===== src/sv/crss_pkg.sv =====
// Shared types and constants for the climate ramp and storm sequencer.
`default_nettype none

package crss_pkg;

   localparam int unsigned LEVEL_W = 17;
   localparam int unsigned STEP_W  = 20;
   localparam int unsigned CALC_W  = 22;
   localparam int unsigned RATE_W  = 10;
   localparam int unsigned TIME_W  = 16;
   localparam int unsigned ADDR_W  = 5;
   localparam int unsigned DATA_W  = 32;

   localparam logic [RATE_W-1:0]  FAN_RATE         = 10'd15;
   localparam logic [6:0]         FLASH_LEVEL      = 7'd70;
   localparam logic [6:0]         MIST_HUMIDITY    = 7'd70;
   localparam logic [LEVEL_W-1:0] LAMP_STORM_LEVEL = 17'd20000;
   localparam logic [LEVEL_W-1:0] FULL_LEVEL       = 17'd100000;
   localparam logic [LEVEL_W-1:0] FAN_RESET_LEVEL  = 17'd20000;
   localparam logic [TIME_W-1:0]  ELAPSED_MAX      = 16'hFFFF;

   localparam logic [4:0] HOUR_DAWN      = 5'd9;
   localparam logic [4:0] HOUR_MIST_FROM = 5'd10;
   localparam logic [4:0] HOUR_DUSK      = 5'd20;

   typedef enum logic [2:0] {
      REG_LAMP_RATE        = 3'd0,
      REG_VOLUME_UP_RATE   = 3'd1,
      REG_VOLUME_DOWN_RATE = 3'd2,
      REG_STORM_HOLD_MS    = 3'd3,
      REG_TEMP_HIGH        = 3'd4,
      REG_TEMP_LOW         = 3'd5,
      REG_FAN_MAX          = 3'd6,
      REG_FAN_MIN          = 3'd7
   } reg_index_type;

   typedef struct packed {
      logic        [RATE_W-1:0]  lamp_rate;
      logic        [RATE_W-1:0]  volume_up_rate;
      logic        [RATE_W-1:0]  volume_down_rate;
      logic        [TIME_W-1:0]  storm_hold_ms;
      logic signed [11:0]        temp_high;
      logic signed [11:0]        temp_low;
      logic        [LEVEL_W-1:0] fan_max;
      logic        [LEVEL_W-1:0] fan_min;
   } cfg_type;

   typedef struct packed {
      logic [9:0]         dt_ms;
      logic signed [11:0] temperature;
      logic [6:0]         humidity;
      logic [4:0]         hour;
      logic [6:0]         mic_level;
      logic               storm_start;
   } req_type;

   typedef struct packed {
      logic [LEVEL_W-1:0] lamp_power;
      logic [LEVEL_W-1:0] fan_speed;
      logic [LEVEL_W-1:0] storm_volume;
      logic               mist_on;
      logic               main_light_on;
      logic               flash_on;
      logic               storm_active;
   } rsp_type;

   typedef struct packed {
      req_type            item;
      logic [STEP_W-1:0]  fan_step;
      logic [STEP_W-1:0]  lamp_step;
      logic [STEP_W-1:0]  up_step;
      logic [STEP_W-1:0]  down_step;
   } stage_type;

endpackage

`default_nettype wire


===== src/sv/crss_csr.sv =====
// Configuration register file with APB-style access.
`default_nettype none

module crss_csr
   import crss_pkg::*;
(
   input  wire logic              clock,
   input  wire logic              reset,
   input  wire logic              csr_psel,
   input  wire logic              csr_penable,
   input  wire logic              csr_pwrite,
   input  wire logic [ADDR_W-1:0] csr_paddr,
   input  wire logic [DATA_W-1:0] csr_pwdata,
   output logic      [DATA_W-1:0] csr_prdata,
   output logic                   csr_pready,
   output cfg_type                cfg
);

   cfg_type       cfg_ff;
   cfg_type       cfg_in;
   reg_index_type idx;
   logic          wr;

   assign idx        = reg_index_type'(csr_paddr[ADDR_W-1:2]);
   assign wr         = csr_psel && csr_penable && csr_pwrite;
   assign csr_pready = 1'b1;
   assign cfg        = cfg_ff;

   always_comb begin
      cfg_in = cfg_ff;
      if (wr) begin
         unique case (idx)
            REG_LAMP_RATE:        cfg_in.lamp_rate        = csr_pwdata[RATE_W-1:0];
            REG_VOLUME_UP_RATE:   cfg_in.volume_up_rate   = csr_pwdata[RATE_W-1:0];
            REG_VOLUME_DOWN_RATE: cfg_in.volume_down_rate = csr_pwdata[RATE_W-1:0];
            REG_STORM_HOLD_MS:    cfg_in.storm_hold_ms    = csr_pwdata[TIME_W-1:0];
            REG_TEMP_HIGH:        cfg_in.temp_high        = signed'(csr_pwdata[11:0]);
            REG_TEMP_LOW:         cfg_in.temp_low         = signed'(csr_pwdata[11:0]);
            REG_FAN_MAX:          cfg_in.fan_max          = csr_pwdata[LEVEL_W-1:0];
            REG_FAN_MIN:          cfg_in.fan_min          = csr_pwdata[LEVEL_W-1:0];
            default:              cfg_in = cfg_ff;
         endcase
      end
   end

   always_comb begin
      unique case (idx)
         REG_LAMP_RATE:        csr_prdata = DATA_W'(cfg_ff.lamp_rate);
         REG_VOLUME_UP_RATE:   csr_prdata = DATA_W'(cfg_ff.volume_up_rate);
         REG_VOLUME_DOWN_RATE: csr_prdata = DATA_W'(cfg_ff.volume_down_rate);
         REG_STORM_HOLD_MS:    csr_prdata = DATA_W'(cfg_ff.storm_hold_ms);
         REG_TEMP_HIGH:        csr_prdata = DATA_W'(cfg_ff.temp_high);
         REG_TEMP_LOW:         csr_prdata = DATA_W'(cfg_ff.temp_low);
         REG_FAN_MAX:          csr_prdata = DATA_W'(cfg_ff.fan_max);
         REG_FAN_MIN:          csr_prdata = DATA_W'(cfg_ff.fan_min);
         default:              csr_prdata = '0;
      endcase
   end

   always_ff @(posedge clock) begin
      if (reset) begin
         cfg_ff.lamp_rate        <= 10'd15;
         cfg_ff.volume_up_rate   <= 10'd15;
         cfg_ff.volume_down_rate <= 10'd5;
         cfg_ff.storm_hold_ms    <= 16'd5000;
         cfg_ff.temp_high        <= 12'sd240;
         cfg_ff.temp_low         <= 12'sd200;
         cfg_ff.fan_max          <= 17'd80000;
         cfg_ff.fan_min          <= 17'd20000;
      end else begin
         cfg_ff <= cfg_in;
      end
   end

endmodule

`default_nettype wire


===== src/sv/crss_in_stage.sv =====
// Input register: captures a tick and its ramp steps (rate times dt).
`default_nettype none

module crss_in_stage
   import crss_pkg::*;
(
   input  wire logic    clock,
   input  wire logic    reset,
   input  wire logic    req_valid,
   output logic         req_stall,
   input  req_type      req_data,
   input  cfg_type      cfg,
   input  wire logic    take,
   output logic         stage_valid,
   output stage_type    stage_data
);

   logic      valid_ff;
   logic      valid_in;
   stage_type data_ff;
   stage_type data_in;
   logic      load;

   assign req_stall   = valid_ff && !take;
   assign load        = req_valid && !req_stall;
   assign stage_valid = valid_ff;
   assign stage_data  = data_ff;

   always_comb begin
      data_in.item      = req_data;
      data_in.fan_step  = STEP_W'(FAN_RATE) * STEP_W'(req_data.dt_ms);
      data_in.lamp_step = STEP_W'(cfg.lamp_rate) * STEP_W'(req_data.dt_ms);
      data_in.up_step   = STEP_W'(cfg.volume_up_rate) * STEP_W'(req_data.dt_ms);
      data_in.down_step = STEP_W'(cfg.volume_down_rate) * STEP_W'(req_data.dt_ms);
      valid_in          = load || (valid_ff && !take);
   end

   always_ff @(posedge clock) begin
      if (reset) begin
         valid_ff <= 1'b0;
      end else begin
         valid_ff <= valid_in;
      end
   end

   always_ff @(posedge clock) begin
      if (load) begin
         data_ff <= data_in;
      end
   end

endmodule

`default_nettype wire


===== src/sv/crss_core.sv =====
// Tick update: fan, storm and time-of-day steps in one combinational pass, with the result register.
`default_nettype none

module crss_core
   import crss_pkg::*;
(
   input  wire logic    clock,
   input  wire logic    reset,
   input  wire logic    stage_valid,
   input  stage_type    stage_data,
   input  cfg_type      cfg,
   output logic         take,
   output logic         rsp_valid,
   input  wire logic    rsp_stall,
   output rsp_type      rsp_data
);

   logic [LEVEL_W-1:0] lamp_ff, lamp_in;
   logic [LEVEL_W-1:0] fan_ff, fan_in;
   logic [LEVEL_W-1:0] vol_ff, vol_in;
   logic               mist_ff, mist_in;
   logic               light_ff, light_in;
   logic               flash_ff, flash_in;
   logic               run_ff, run_in;
   logic [TIME_W-1:0]  elapsed_ff, elapsed_in;
   logic               out_valid_ff, out_valid_in;
   rsp_type            out_ff, out_in;

   assign take      = stage_valid && (!out_valid_ff || !rsp_stall);
   assign rsp_valid = out_valid_ff;
   assign rsp_data  = out_ff;

   always_comb begin
      logic signed [CALC_W-1:0] lamp;
      logic signed [CALC_W-1:0] fan;
      logic signed [CALC_W-1:0] vol;
      logic signed [CALC_W-1:0] fstep;
      logic signed [CALC_W-1:0] lstep;
      logic signed [CALC_W-1:0] ustep;
      logic signed [CALC_W-1:0] dstep;
      logic [TIME_W:0]          esum;
      logic                     in_hold;
      logic                     done;
      req_type                  it;

      it    = stage_data.item;
      lamp  = signed'(CALC_W'(lamp_ff));
      fan   = signed'(CALC_W'(fan_ff));
      vol   = signed'(CALC_W'(vol_ff));
      fstep = signed'(CALC_W'(stage_data.fan_step));
      lstep = signed'(CALC_W'(stage_data.lamp_step));
      ustep = signed'(CALC_W'(stage_data.up_step));
      dstep = signed'(CALC_W'(stage_data.down_step));
      mist_in    = mist_ff;
      light_in   = light_ff;
      flash_in   = flash_ff;
      run_in     = run_ff;
      elapsed_in = elapsed_ff;
      done       = 1'b0;
      esum       = {1'b0, elapsed_ff} + (TIME_W+1)'(it.dt_ms);

      // storm timer
      if (it.storm_start) begin
         run_in     = 1'b1;
         elapsed_in = '0;
      end else if (run_ff) begin
         elapsed_in = esum[TIME_W] ? ELAPSED_MAX : esum[TIME_W-1:0];
      end

      // fan
      if (it.temperature > cfg.temp_high) begin
         if (fan + fstep < signed'(CALC_W'(cfg.fan_max))) begin
            fan = fan + fstep;
         end else begin
            fan = signed'(CALC_W'(cfg.fan_max));
         end
      end else if (it.temperature < cfg.temp_low) begin
         if (fan - fstep > signed'(CALC_W'(cfg.fan_min))) begin
            fan = fan - fstep;
         end else begin
            fan = signed'(CALC_W'(cfg.fan_min));
         end
      end

      // storm sequence
      in_hold = elapsed_in < cfg.storm_hold_ms;
      if (run_in) begin
         light_in = 1'b0;
         if (lamp - lstep > signed'(CALC_W'(LAMP_STORM_LEVEL))) begin
            if (in_hold) begin
               lamp       = lamp - lstep;
               elapsed_in = '0;
               done       = 1'b1;
            end
         end else if (in_hold) begin
            lamp = signed'(CALC_W'(LAMP_STORM_LEVEL));
         end
         if (!done) begin
            flash_in = it.mic_level > FLASH_LEVEL;
            if (vol + ustep < signed'(CALC_W'(FULL_LEVEL))) begin
               if (in_hold) begin
                  vol        = vol + ustep;
                  elapsed_in = '0;
                  done       = 1'b1;
               end
            end else if (in_hold) begin
               vol = signed'(CALC_W'(FULL_LEVEL));
            end
         end
         if (!done) begin
            mist_in = 1'b1;
            done    = in_hold;
         end
         if (!done) begin
            if (vol - dstep > 0) begin
               vol = vol - dstep;
            end else begin
               vol     = '0;
               mist_in = 1'b0;
               if (lamp + lstep < signed'(CALC_W'(FULL_LEVEL))) begin
                  lamp = lamp + lstep;
               end else begin
                  lamp     = signed'(CALC_W'(FULL_LEVEL));
                  light_in = 1'b1;
                  run_in   = 1'b0;
                  flash_in = 1'b0;
               end
            end
         end
      end

      // time of day
      if (it.hour == HOUR_DAWN) begin
         if (lamp + lstep < signed'(CALC_W'(FULL_LEVEL))) begin
            lamp = lamp + lstep;
         end else begin
            lamp     = signed'(CALC_W'(FULL_LEVEL));
            light_in = 1'b1;
         end
      end else if (it.hour >= HOUR_MIST_FROM && it.hour < HOUR_DUSK) begin
         mist_in = it.humidity < MIST_HUMIDITY;
      end else if (it.hour == HOUR_DUSK) begin
         if (lamp == signed'(CALC_W'(FULL_LEVEL))) begin
            light_in = 1'b0;
         end
         if (lamp - lstep > 0) begin
            lamp = lamp - lstep;
         end else begin
            lamp = '0;
         end
      end

      lamp_in = lamp[LEVEL_W-1:0];
      fan_in  = fan[LEVEL_W-1:0];
      vol_in  = vol[LEVEL_W-1:0];

      out_in.lamp_power    = lamp_in;
      out_in.fan_speed     = fan_in;
      out_in.storm_volume  = vol_in;
      out_in.mist_on       = mist_in;
      out_in.main_light_on = light_in;
      out_in.flash_on      = flash_in;
      out_in.storm_active  = run_in;

      out_valid_in = take || (out_valid_ff && rsp_stall);
   end

   always_ff @(posedge clock) begin
      if (reset) begin
         lamp_ff      <= '0;
         fan_ff       <= FAN_RESET_LEVEL;
         vol_ff       <= '0;
         mist_ff      <= 1'b0;
         light_ff     <= 1'b0;
         flash_ff     <= 1'b0;
         run_ff       <= 1'b0;
         elapsed_ff   <= '0;
         out_valid_ff <= 1'b0;
      end else begin
         out_valid_ff <= out_valid_in;
         if (take) begin
            lamp_ff    <= lamp_in;
            fan_ff     <= fan_in;
            vol_ff     <= vol_in;
            mist_ff    <= mist_in;
            light_ff   <= light_in;
            flash_ff   <= flash_in;
            run_ff     <= run_in;
            elapsed_ff <= elapsed_in;
         end
      end
   end

   always_ff @(posedge clock) begin
      if (take) begin
         out_ff <= out_in;
      end
   end

endmodule

`default_nettype wire


===== src/sv/climate_ramp_and_storm_sequencer.sv =====
// Climate ramp and storm sequencer: top level.
//
// Each beat on the req_ channel is one control tick (dt, temperature, humidity,
// hour, mic level, storm start); each produces exactly one beat on the rsp_
// channel with lamp, fan and volume levels in milli-percent and the relay bits.
// A beat is taken on a rising edge with valid high and stall low.
// The request beat is held in the input register and its result then in the
// result register. Throughput: one tick per cycle while rsp_stall is low,
// set by the single update pass from the input register to the result register.
// The result register frees the input side: a new tick is taken while a result
// waits. While rsp_stall is high and a result is held, the input register fills
// and req_stall rises until the result beat is taken.
// Registers sit on the csr_ port at byte addresses 4*i; write only while idle.
// Synchronous reset returns the registers to their defaults, the lamp and
// volume to zero, the fan to 20000 and the storm to inactive.
`default_nettype none

module climate_ramp_and_storm_sequencer
   import crss_pkg::*;
(
   input  wire logic              clock,
   input  wire logic              reset,
   input  wire logic              req_valid,
   output logic                   req_stall,
   input  req_type                req_data,
   output logic                   rsp_valid,
   input  wire logic              rsp_stall,
   output rsp_type                rsp_data,
   input  wire logic              csr_psel,
   input  wire logic              csr_penable,
   input  wire logic              csr_pwrite,
   input  wire logic [ADDR_W-1:0] csr_paddr,
   input  wire logic [DATA_W-1:0] csr_pwdata,
   output logic      [DATA_W-1:0] csr_prdata,
   output logic                   csr_pready
);

   cfg_type   cfg;
   logic      stage_valid;
   stage_type stage_data;
   logic      take;

   crss_csr u_csr (
      .clock       (clock),
      .reset       (reset),
      .csr_psel    (csr_psel),
      .csr_penable (csr_penable),
      .csr_pwrite  (csr_pwrite),
      .csr_paddr   (csr_paddr),
      .csr_pwdata  (csr_pwdata),
      .csr_prdata  (csr_prdata),
      .csr_pready  (csr_pready),
      .cfg         (cfg)
   );

   crss_in_stage u_in_stage (
      .clock       (clock),
      .reset       (reset),
      .req_valid   (req_valid),
      .req_stall   (req_stall),
      .req_data    (req_data),
      .cfg         (cfg),
      .take        (take),
      .stage_valid (stage_valid),
      .stage_data  (stage_data)
   );

   crss_core u_core (
      .clock       (clock),
      .reset       (reset),
      .stage_valid (stage_valid),
      .stage_data  (stage_data),
      .cfg         (cfg),
      .take        (take),
      .rsp_valid   (rsp_valid),
      .rsp_stall   (rsp_stall),
      .rsp_data    (rsp_data)
   );

endmodule

`default_nettype wire

===== config.mk =====
export PLATFORM = sky130hd
export DESIGN_NAME = climate_ramp_and_storm_sequencer
export DESIGN_NICKNAME = d
export VERILOG_FILES = /design/src/sv/crss_pkg.sv /design/src/sv/crss_csr.sv /design/src/sv/crss_in_stage.sv /design/src/sv/crss_core.sv /design/src/sv/climate_ramp_and_storm_sequencer.sv
export SDC_FILE = /design/constraint.sdc
export NUM_CORES = 2
export LEC_CHECK = 0
export BUFFER_PORTS_ARGS = -buffer_cell sky130_fd_sc_hd__buf_4
export CORE_ASPECT_RATIO = 1.25
export CORE_MARGIN = 2
export CORE_UTILIZATION = 45
export DETAILED_ROUTE_END_ITERATION = 7
export GPL_TIMING_DRIVEN = 0
export PLACE_DENSITY = 0.61
export RECOVER_POWER = 25
export SLEW_MARGIN = 20
export SYNTH_ARGS = -nofsm -noshare
export SYNTH_HDL_FRONTEND = slang
export SYNTH_HIERARCHICAL = 1
export SYNTH_SLANG_ARGS = --single-unit

===== constraint.sdc =====
create_clock -name clock -period 13.8 [get_ports clock]
set_input_delay 2.76 -clock clock [delete_from_list [all_inputs] [get_ports clock]]
set_output_delay 2.76 -clock clock [all_outputs]
set_load 0.01 [all_outputs]

==> impl_metrics.toml <==
[timing]
fmax_mhz = 74.7
fin_tns_setup_ps = 0
fin_worst_skew_ps = 18.0
hold_viol = 0
slew_violations = 0
fin_crit_ps = 13380
max_slew_margin = 0.197
finalSetupViolCount = 0
worst_slack_ps = 416
tightest_slew_ps = 1190
fin_crit_sh = 0.970

[placement]
place.gp.congestion = 0.989
port_buffers = 146
dpl_cell_area_mm2 = 0.0393
post-place-ws_ps = -1200
post-dp-hpwl_mm = 99.7

[clock_tree]
root_buffer = "clkbuf_16"
cts_tree = "yes"
clockBufferDepth = 3
htreeDepth = 2
clk_latency_ps = 600
ctsHoldBuffers = 0
cts_sinks = 346
cts_buffers = 41
clk_pin_slew_ps = 60

[setup_path]
cp_max_fo = 10
startpoint_type = "flop"
cp.arrival_ps = 13710
cp_slowest_cell = "a2111oi_0"
r2r-start = "u_in_stage/stage_data[41]"
cp_slowest_stage_delay_ps = 700
path_class = "flop to flop"
worstPathRequired_ps = 14120
critPathLaunch = "u_in_stage/stage_data[41]"
end_kind = "flop"

[detailed_routing]
ant_nets = 0
met2_length_mm = 58.2
top_layer = "met4"
met3_length_mm = 7.15
wirelength_mm = 125
post_drt_wl_per_cell_um = 22.3
viasPerCell = 5.82
drtIter0Drc = 2630
first_pass_iters = 5
vias = 32593
drt-met1-wl_mm = 52.2
drc = 0

[power_and_ir_drop]
fin_total_pwr_mw = 4.95
vdd_ir_drop_max_v = 0.000108
powerDensity_mw_per_mm2 = 121
p_leak_nw = 18.4

[final_layout]
diodes = 0
final_nets = 5205
finalInstanceArea_mm2 = 0.0408
area_growth_syn_to_layout_pct = 11.4
fill_cells = 7893
drive_gt1_frac = 0.0800
fin_util = 0.504

[floorplanning]
start_util = 0.452
die-width_um = 259
rows = 117
coreArea_mm2 = 0.0811
die_area_mm2 = 0.0838
io_pins = 176
dieHeight_um = 323

[global_routing]
grt_pass1_wl_mm = 187
gr-total-overflow = 0
grt_antenna_before_repair = 0
grt_max_degree = 47
track_usage = 0.292
grt_pass1_vias = 31395

[worst_hold_path]
holdCritPathClass = "flop to flop"
hold_start = "u_csr/cfg[42]"

[run_status]
status = "finished clean"

[synth]
synth.cell_area_mm2 = 0.0367
avgSynthCellArea_um2 = 8.56
ys_warn_count = 6
postSynthCellCount = 4280

[job]
max-cap-violations = 0
cells in the final DEF (no fill, tap or decap), drive strengths merged, types with 122 or more instances in the layout:
| cell | count |
|---|---|
| fa | 212 |
| xnor2 | 122 |
| inv | 424 |
| edfxtp | 169 |
| dfxtp | 177 |
| nor2 | 331 |
| nand2 | 471 |
| clkbuf | 244 |
| o21ai | 157 |
| and2 | 213 |
| a21oi | 279 |
| buf | 178 |
| ha | 414 |
layout make-up:
| class | instances | area, µm² | share of cell area |
|---|---|---|---|
| timing repair buffer | 165 | 1300 | 0.0317 |
| multi-input combinational | 3313 | 25700 | 0.629 |
| inverter | 424 | 1590 | 0.0390 |
| sequential | 346 | 8620 | 0.211 |
| clock inverter | 21 | 260 | 0.00637 |
| tap | 1071 | 1340 | 0.0328 |
| buffer | 202 | 921 | 0.0225 |
| clock buffer | 55 | 1140 | 0.0279 |
repair_timing:
action,4_1_cts,5_1_grt
endpoints found under the setup margin,36,36
hold endpoints to repair,0,0
pin swaps,3,5
gates resized for setup,17,25
setup buffers,5,6
cloned,0,0
where the power goes:
group          internal, mW  switching [mW]  total (mW)
logic                 0.969            1.52        2.49
registers              1.22          0.0885        1.30
clock network         0.663           0.497        1.16
total                  2.85            2.11        4.95
path summary, 6_finish.rpt:
path / endpoint / slack (ps) / cells after the start
worst max-delay path: u_core/rsp_data[44] / 420 / 41
worst min-delay path: u_csr/cfg[42] / 480 / 2
worst max register to register: u_core/rsp_data[44] / 420 / 41
worst min register to register: u_csr/cfg[42] / 480 / 2
metal layers:
layer  vias to the layer above  track usage
li1                      15360            -
met2                      1195        0.490
met5                         -            0
met3                       285       0.0320
met1                     15753        0.371
met4                         0        0.150
worst max-delay path: cells and delay by family, from the launching register on:
family | cells | cell delay [ps]
xor+xnor | 1 | 210
simple gates | 14 | 3390
flops | 1 | 620
buf+inv | 6 | 1430
fa+ha+maj | 4 | 1540
compound gates | 16 | 5880
through the flow:
stage / hold WS, ps / cells
finish: 477 / 5597
global route: 496 / 5597
CTS: 474 / 5594
detailed placement: 466 / 5514
global placement: 456 / 5506
floorplan: 442 / 4289
sequential cells by signal, summed over array words and instances (netlist names):
name                    cells
u_in_stage/stage_valid      1
u_core/mist_ff              1
u_core/lamp_ff             17
u_core/run_ff               1
u_core/light_ff             1
u_csr/cfg                 104
u_core/elapsed_ff          16
u_in_stage/stage_data     114
u_core/rsp_valid            1
u_core/fan_ff              17
u_core/rsp_data            55
u_core/flash_ff             1
u_core/vol_ff              17
No activity file was read; power rests on OpenSTA's default activity.
